==> src/rtl/dses_pkg.sv <==
// shared types, constants and helpers for the damped spring euler step unit
// no dependencies; used by the interfaces, the divider and the top level
package dses_pkg;

	localparam int FRAC_BITS  = 16;
	localparam int DATA_W     = 32;
	localparam int MASS_W     = 31;
	localparam int DT_W       = 17;
	localparam int AXES       = 3;
	localparam int AX_W       = 2;
	localparam int CFG_IDX_W  = 3;
	localparam int CFG_DATA_W = 31;
	localparam int MUL_A_W    = DATA_W + 1;
	localparam int PROD_W     = MUL_A_W + DATA_W;
	localparam int SHIFT_W    = PROD_W - FRAC_BITS;
	localparam int SUM_W      = SHIFT_W + 1;
	localparam int FORCE_W    = SHIFT_W + 3;
	localparam int QSH        = DATA_W - FRAC_BITS;
	localparam int CNT_W      = $clog2(DATA_W);

	localparam logic signed [DATA_W-1:0] GRAVITY_Y = -32'sd981;
	localparam logic signed [DATA_W-1:0] S32_MAX   = 32'sh7FFF_FFFF;
	localparam logic signed [DATA_W-1:0] S32_MIN   = 32'sh8000_0000;

	localparam logic [MASS_W-1:0] MASS_RST  = 31'd1310720;
	localparam logic [MASS_W-1:0] STIFF_RST = 31'd983040000;
	localparam logic [MASS_W-1:0] DAMP_RST  = 31'd26214400;
	localparam logic [DT_W-1:0]   DT_RST    = 17'd1092;

	localparam logic ACT_TICK = 1'b0;
	localparam logic ACT_LOAD = 1'b1;

	localparam logic [AX_W-1:0] AX_Y    = 2'd1;
	localparam logic [AX_W-1:0] AX_LAST = 2'(AXES - 1);

	typedef enum logic [CFG_IDX_W-1:0] {
		CFG_ENABLE = 3'd0,
		CFG_MASS   = 3'd1,
		CFG_STIFF  = 3'd2,
		CFG_DAMP   = 3'd3,
		CFG_DT     = 3'd4
	} cfg_idx_t;

	typedef enum logic [3:0] {
		ST_IDLE,
		ST_DIFF,
		ST_KMUL,
		ST_GMUL,
		ST_CMUL,
		ST_FSUM,
		ST_DSTART,
		ST_DWAIT,
		ST_AMUL,
		ST_VADD,
		ST_VMUL,
		ST_PADD,
		ST_FIN
	} seq_st_t;

	typedef enum logic [1:0] {
		DV_IDLE,
		DV_CHECK,
		DV_RUN,
		DV_DONE
	} div_st_t;

	typedef struct packed {
		logic                     done;
		logic                     sat;
		logic signed [DATA_W-1:0] quot;
	} div_res_t;

	typedef struct packed {
		logic                     flag;
		logic signed [DATA_W-1:0] val;
	} sat_t;

	// clip a wide signed sum to 32 signed bits
	function automatic sat_t sat32(input logic signed [SUM_W-1:0] v);
		sat_t r;
		r.flag = 1'b0;
		r.val  = v[DATA_W-1:0];
		if (v[SUM_W-1:DATA_W-1] != {(SUM_W-DATA_W+1){v[SUM_W-1]}}) begin
			r.flag = 1'b1;
			r.val  = v[SUM_W-1] ? S32_MIN : S32_MAX;
		end
		return r;
	endfunction

endpackage

==> src/rtl/dses_div.sv <==
// serial restoring divider: force * 2^FRAC_BITS / mass, truncated toward zero, clipped
// one quotient bit per cycle; depends on dses_pkg
module dses_div (
	input  logic                                clk,
	input  logic                                arst_n,
	input  logic                                start,
	input  logic signed [dses_pkg::FORCE_W-1:0] force_in,
	input  logic [dses_pkg::MASS_W-1:0]         divisor,
	output dses_pkg::div_res_t                  res
);

	dses_pkg::div_st_t st_q, st_d;

	logic [dses_pkg::FORCE_W-1:0] mag_q;
	logic                         neg_q;
	logic                         ovf_q;
	logic [dses_pkg::MASS_W-1:0]  dvs_q;
	logic [dses_pkg::MASS_W-1:0]  rem_q;
	logic [dses_pkg::DATA_W-1:0]  low_q;
	logic [dses_pkg::DATA_W-1:0]  quo_q;
	logic [dses_pkg::CNT_W-1:0]   cnt_q;

	logic                         ovf;
	logic [dses_pkg::MASS_W:0]    rem2;
	logic                         ge;
	logic [dses_pkg::MASS_W:0]    rem_sub;

	// quotient reaches 2^32 exactly when |force| >= mass << (32 - frac)
	assign ovf     = mag_q >= (dses_pkg::FORCE_W'(dvs_q) << dses_pkg::QSH);
	assign rem2    = {rem_q, low_q[dses_pkg::DATA_W-1]};
	assign ge      = rem2 >= {1'b0, dvs_q};
	assign rem_sub = rem2 - {1'b0, dvs_q};

	always_ff @(posedge clk or negedge arst_n) begin
		if (!arst_n) begin
			st_q <= dses_pkg::DV_IDLE;
		end else begin
			st_q <= st_d;
		end
	end

	always_comb begin
		st_d = st_q;
		unique case (st_q)
			dses_pkg::DV_IDLE:  if (start) st_d = dses_pkg::DV_CHECK;
			dses_pkg::DV_CHECK: st_d = ovf ? dses_pkg::DV_DONE : dses_pkg::DV_RUN;
			dses_pkg::DV_RUN: begin
				if (cnt_q == dses_pkg::CNT_W'(dses_pkg::DATA_W - 1)) st_d = dses_pkg::DV_DONE;
			end
			dses_pkg::DV_DONE:  st_d = dses_pkg::DV_IDLE;
			default:            st_d = dses_pkg::DV_IDLE;
		endcase
	end

	always_ff @(posedge clk) begin
		case (st_q)
			dses_pkg::DV_IDLE: begin
				if (start) begin
					neg_q <= force_in[dses_pkg::FORCE_W-1];
					mag_q <= force_in[dses_pkg::FORCE_W-1] ? unsigned'(-force_in)
					                                       : unsigned'(force_in);
					dvs_q <= divisor;
				end
			end
			dses_pkg::DV_CHECK: begin
				ovf_q <= ovf;
				rem_q <= mag_q[dses_pkg::QSH +: dses_pkg::MASS_W];
				low_q <= {mag_q[dses_pkg::QSH-1:0], {dses_pkg::FRAC_BITS{1'b0}}};
				quo_q <= '0;
				cnt_q <= '0;
			end
			dses_pkg::DV_RUN: begin
				rem_q <= ge ? rem_sub[dses_pkg::MASS_W-1:0] : rem2[dses_pkg::MASS_W-1:0];
				quo_q <= {quo_q[dses_pkg::DATA_W-2:0], ge};
				low_q <= {low_q[dses_pkg::DATA_W-2:0], 1'b0};
				cnt_q <= cnt_q + 1'b1;
			end
			default: ;
		endcase
	end

	// sign and clip of the unsigned quotient
	always_comb begin
		res.done = (st_q == dses_pkg::DV_DONE);
		res.sat  = 1'b0;
		res.quot = signed'(quo_q);
		if (ovf_q) begin
			res.sat  = 1'b1;
			res.quot = neg_q ? dses_pkg::S32_MIN : dses_pkg::S32_MAX;
		end else if (neg_q) begin
			if (quo_q > unsigned'(dses_pkg::S32_MIN)) begin
				res.sat  = 1'b1;
				res.quot = dses_pkg::S32_MIN;
			end else begin
				res.quot = signed'(-quo_q);
			end
		end else if (quo_q[dses_pkg::DATA_W-1]) begin
			res.sat  = 1'b1;
			res.quot = dses_pkg::S32_MAX;
		end
	end

endmodule

==> config.mk <==
export PLATFORM = sky130hd
export DESIGN_NAME = dses_div
export DESIGN_NICKNAME = d
export VERILOG_FILES = /design/src/rtl/dses_pkg.sv /design/src/rtl/dses_div.sv
export SDC_FILE = /design/constraint.sdc
export NUM_CORES = 1
export LEC_CHECK = 0
export BUFFER_PORTS_ARGS = -buffer_cell sky130_fd_sc_hd__buf_4
export CAP_MARGIN = 20
export CORE_MARGIN = 2
export CORE_UTILIZATION = 65
export DETAILED_ROUTE_END_ITERATION = 8
export PLACE_DENSITY = 0.94
export SLEW_MARGIN = 20
export SYNTH_ARGS = -nofsm -noshare
export SYNTH_HDL_FRONTEND = slang
export SYNTH_SLANG_ARGS = --single-unit
==> constraint.sdc <==
create_clock -name clk -period 10.2 [get_ports clk]
set_clock_uncertainty 0.2 [all_clocks]
set_input_delay 1.53 -clock clk [delete_from_list [all_inputs] [get_ports clk]]
set_output_delay 1.53 -clock clk [all_outputs]
set_load 0.03 [all_outputs]
Word level (Yosys, flattened, before mapping)
Index checks and enable logic that the tools add are counted.
Widths: inputs -> output; s select.
{ "word_totals": {"memories": 0, "ram_bits": 0, "out_inout_bits": 34, "word_cells": 43, "latchBits": 0, "in_bits": 86, "mem_bits_ro": 0, "register_bits": 187} }
{ "classes": {"n_div": 0, "shifts": 0, "n_mul": 0, "bitwise": 0, "reduce_logical": 4, "eq_ne": 6, "muxes": 16, "order_cmp": 3, "addsub": 4} }
{ "op_table": {"columns": ["op", "n"], "rows": [
  ["$pmux 32 s2", 2],
  ["$mux 33", 3],
  ["$mux 32", 2],
  ["$pmux 31 s2", 1],
  ["$ge 52x47->1", 1],
  ["$neg 52->52", 1],
  ["$mux 51", 1],
  ["$ge 32x31->1", 1],
  ["$gt 32x32->1 const B", 1],
  ["$neg 32->32", 1],
  ["$mux 31", 1],
  ["$sub 31x31->31", 1],
  ["$pmux 5 s2", 1],
  ["$pmux 2 s4", 1],
  ["$add 5x1->5 const B", 1],
  ["$eq 5x5->1 const B", 1],
  ["$eq 2x2->1 const B", 2],
  ["$mux 2", 2],
  ["$ne 2x2->1 const B", 2],
  ["$reduce_and 2->1", 2],
  ["$eq 2x1->1 const B", 1],
  ["$logic_not 2->1", 1],
  ["$mux 1", 2],
  ["$reduce_bool 2->1", 1]
]} }

Depth between registers and ports, before layout
{ "depth": {"depth_word": 4, "mapped_depth": 13, "depth_no_buf": 12} }

Worst setup path before layout
OpenSTA, ideal clock, no wires.
{ "synth_timing": {"path_type": "register to output", "startpoint": "register quo_q[0] in the netlist's numbering", "endpoint": "output port res[5] in the netlist's numbering", "arrival_time_ns": 3.461, "path_buffers": 0, "path_stages_with_launch": 10, "t_required_ns": 8.470, "slack_ns": 5.009, "cell_sequence": "edfxtp_1 inv_1 ha_1 or3b_2 nor4_2 nand4_1 o41ai_2 and2b_2 nand2_2 o311ai_0"} }
{ "synth_rtl": {"columns": ["element", "line", "rtl"], "rows": [
  ["from (decl)", "dses_div.sv:20", "logic [dses_pkg::DATA_W-1:0] quo_q;"],
  ["from (signal assigned)", "dses_div.sv:74", "quo_q <= {quo_q[dses_pkg::DATA_W-2:0], ge};"],
  ["to (decl)", "dses_div.sv:9", "output dses_pkg::div_res_t res"]
]} }

==> flow_metrics.env <==
export IMPL_cts_made_buffers=17
export IMPL_netSwitchingFraction_pct=42.4
export IMPL_r2r_setup_slack_ps=6310
export IMPL_vias=9117
export IMPL_p_sw_mw=1.61
export IMPL_fmax_ghz=0.170
export IMPL_finalCriticalPeriod_ps=5900
export IMPL_finish_utilization_pct=76.2
export IMPL_antenna_left=0
export IMPL_p_leak_nw=4.87
export IMPL_htree_levels=4
export IMPL_drc=0
export IMPL_syn_avg_cell_area_um2=10.4
export IMPL_clkTransAtPathRegs_ps=70
export IMPL_hold_slack_ps=355
export IMPL_synth_top_area_share_pct=45.8
export IMPL_first_pass_iters=7
export IMPL_core_rowCount=47
export IMPL_cts_root_buf="clkbuf_16"
export IMPL_die_w_um=135
export IMPL_run_status="completed"
export IMPL_min_delay_path_depth=1
export IMPL_layout_common_cells="edfxtp_1, buf_4, nand2_1"
export IMPL_p_int_mw=2.18
export IMPL_grt_pass1_vias=8819
export IMPL_drv_cap=0
export IMPL_path_class="reg -> out"
export IMPL_io_pins=120
export IMPL_syn_num_nets=1223
export IMPL_rsz0062_at_grt="no"
export IMPL_cts_tree="done"
export IMPL_antenna_found_initial=0
export IMPL_cts_resized=0
export IMPL_place_inst=1362
export IMPL_initial_core_util_pct=66.6
export IMPL_async_reset_ff_share_pct=1.17
export IMPL_crit_path_end="res[9]"
export IMPL_p_seq_share_pct=35.8
export IMPL_endpoint_kind="output port"
export IMPL_hold_viol_final=0
export IMPL_grt_max_degree=101
export IMPL_setup_violations=0
export IMPL_report_final_slew_viol_count=0
export IMPL_yosysTopAreaCell="edfxtp_1"
export IMPL_min_path_type="reg -> reg"
export IMPL_synthDistinctLibCells=80
export IMPL_tightest_slew_ps=998
export IMPL_final_nets=1321
export IMPL_crit_start="quo_q[0]$_SDFFCE_PN0P_"
export IMPL_syn2layout_area_growth_pct=14.4
export IMPL_final_area_um2=12700
export IMPL_fillCellCount=1022
export IMPL_drive_above_1_share_pct=17.9
export IMPL_combPwrFrac_pct=48.6
export IMPL_clkLatencyLatePin_ps=440
export IMPL_hpwl_um=18700
export IMPL_setup_tns_ps=0
export IMPL_ys_ff_latch=171
export IMPL_layout_commonest_cell="edfxtp_1"
export IMPL_power_share_clock_pct=15.6
export IMPL_die_area_um2=18100
export IMPL_ir_drop_mv=0.210
export IMPL_ctsHoldBuffers=0
export IMPL_p_per_area_nw_per_um2=299
export IMPL_n_antenna_cell=0
export IMPL_synth_edff_count=169
export IMPL_drt_wirelength_per_cell_um=19.2
export IMPL_synthTopCellsByArea="edfxtp_1, ha_1, xnor2_1"
export IMPL_r2r_start="dvs_q[0]$_DFFE_PP_"
export IMPL_path_max_fanout=28
export IMPL_synth_ff_type="edfxtp_1"
export IMPL_grt_pass1_wl_um=43300
export IMPL_cts_buffer_depth=2
export IMPL_die_h_um=135
export IMPL_design_core_area_um2=16600
export IMPL_placed_cell_area_um2=12100
export IMPL_start_kind="register"
export IMPL_finalCritPeriodShare_pct=57.8
export IMPL_cts_setup_buffers=0
export IMPL_grt_total_usage_pct=30.4
export IMPL_stdcell_count=1396
export IMPL_critPathRequiredTime_ps=8470
export IMPL_crit_arrival_ps=4170
export IMPL_synthesis_area_um2=11100
export IMPL_numClockSinks=171
export IMPL_grt_overflow_total=0
export IMPL_wl_um=26800
export IMPL_io_buffers=119
export IMPL_slew_headroom_pct=33.5
export IMPL_ff2ff_path_depth=11
export IMPL_synth_cells=1065
export IMPL_finalWeightedCongestion=0.937
export IMPL_ys_warn_count=0
export IMPL_via_per_inst=6.53
export IMPL_r2r_end="rem_q[8]$_DFFE_PP_"
export IMPL_synth_seq_area_share_pct=46.2
export IMPL_drtIter0Drc=1039
worst min path at each step:
stage,start,endpoint,slack [ps]
6_report,low_q[18]$_DFFE_PP_,low_q[19]$_DFFE_PP_,360
5_1_grt,low_q[30]$_DFFE_PP_,low_q[31]$_DFFE_PP_,370
4_1_cts,low_q[26]$_DFFE_PP_,low_q[27]$_DFFE_PP_,360
3_5_place_dp,low_q[30]$_DFFE_PP_,low_q[31]$_DFFE_PP_,340
3_3_place_gp,low_q[19]$_DFFE_PP_,low_q[20]$_DFFE_PP_,330
2_1_floorplan,low_q[24]$_DFFE_PP_,low_q[25]$_DFFE_PP_,320
routing by layer:
layer / wire, µm / up-vias / part of all wire [%] / GRT usage [%]
li1: - / 4238 / - / -
met1: 10500 / 4273 / 39 / 38.4
met3: 2300 / 87 / 8.6 / 5.74
met4: 1010 / 0 / 3.8 / 14.7
met5: 0 / - / 0 / 0
met2: 13000 / 519 / 49 / 50.9
cells by family after synthesis:
group,Yosys count,synth area share (%)
flops,171,46.2
compound gates,272,17.2
mux,21,2.09
buf+inv,100,3.57
simple gates,357,17.1
fa+ha+maj,72,8.19
xor+xnor,72,5.69
synth_stat cells (12+ instances only):
cell type,n
and2_1,36
nor2_1,64
nand4_1,17
a21o_1,20
o311ai_1,20
or4_1,14
xnor2_1,61
nor3_1,22
a21oi_1,35
mux2_2,17
o21ai_0,61
a31oi_1,27
nand2_1,110
o41ai_1,12
o31ai_1,19
or3_1,16
clkbuf_1,37
edfxtp_1,169
inv_1,53
ha_1,71
flip-flops by register name, indices dropped and copies added, names as in the netlist:
| register | count |
|---|---|
| mag_q | 52 |
| quo_q | 32 |
| dvs_q | 31 |
| rem_q | 31 |
| low_q | 16 |
| cnt_q | 5 |
| st_q | 2 |
| neg_q | 1 |
| ovf_q | 1 |
power by group through the flow:
stage               clock network [mW]  registers [mW]  logic, mW
finish                           0.593            1.36       1.84
global route                     0.618            1.38       2.02
CTS                              0.594            1.36       1.79
detailed placement                   0            1.36       1.76
global placement                     0            1.35       1.70
floorplan                            0            1.31       1.35
final cells by class:
class	count	area [µm²]	area share (%)
multi-input combinational	794	5580	44.0
sequential	171	5120	40.4
timing repair buffer	125	966	7.62
clock buffer	20	437	3.44
tap	220	275	2.17
inverter	54	203	1.60
clock inverter	12	93.8	0.740
critical path, stage by stage (launching register included):
cell	delay, ps
edfxtp_1	440
inv_1	110
ha_1	190
or3b_2	510
nor4_2	430
nand4_1	260
o41ai_2	290
nand2b_1	550
o41ai_1	520
nand2_1	90
o311ai_1	110
buf_4	230
per-stage QoR:
step / power [mW] / worst slack [ps]
after CTS: 3.74 / 4360
after detailed placement: 3.13 / 4820
after global routing: 4.02 / 4060
after floorplan: 2.66 / 5010
final: 3.79 / 4300
after global placement: 3.05 / 5000
(Power assumes the default switching activity.)
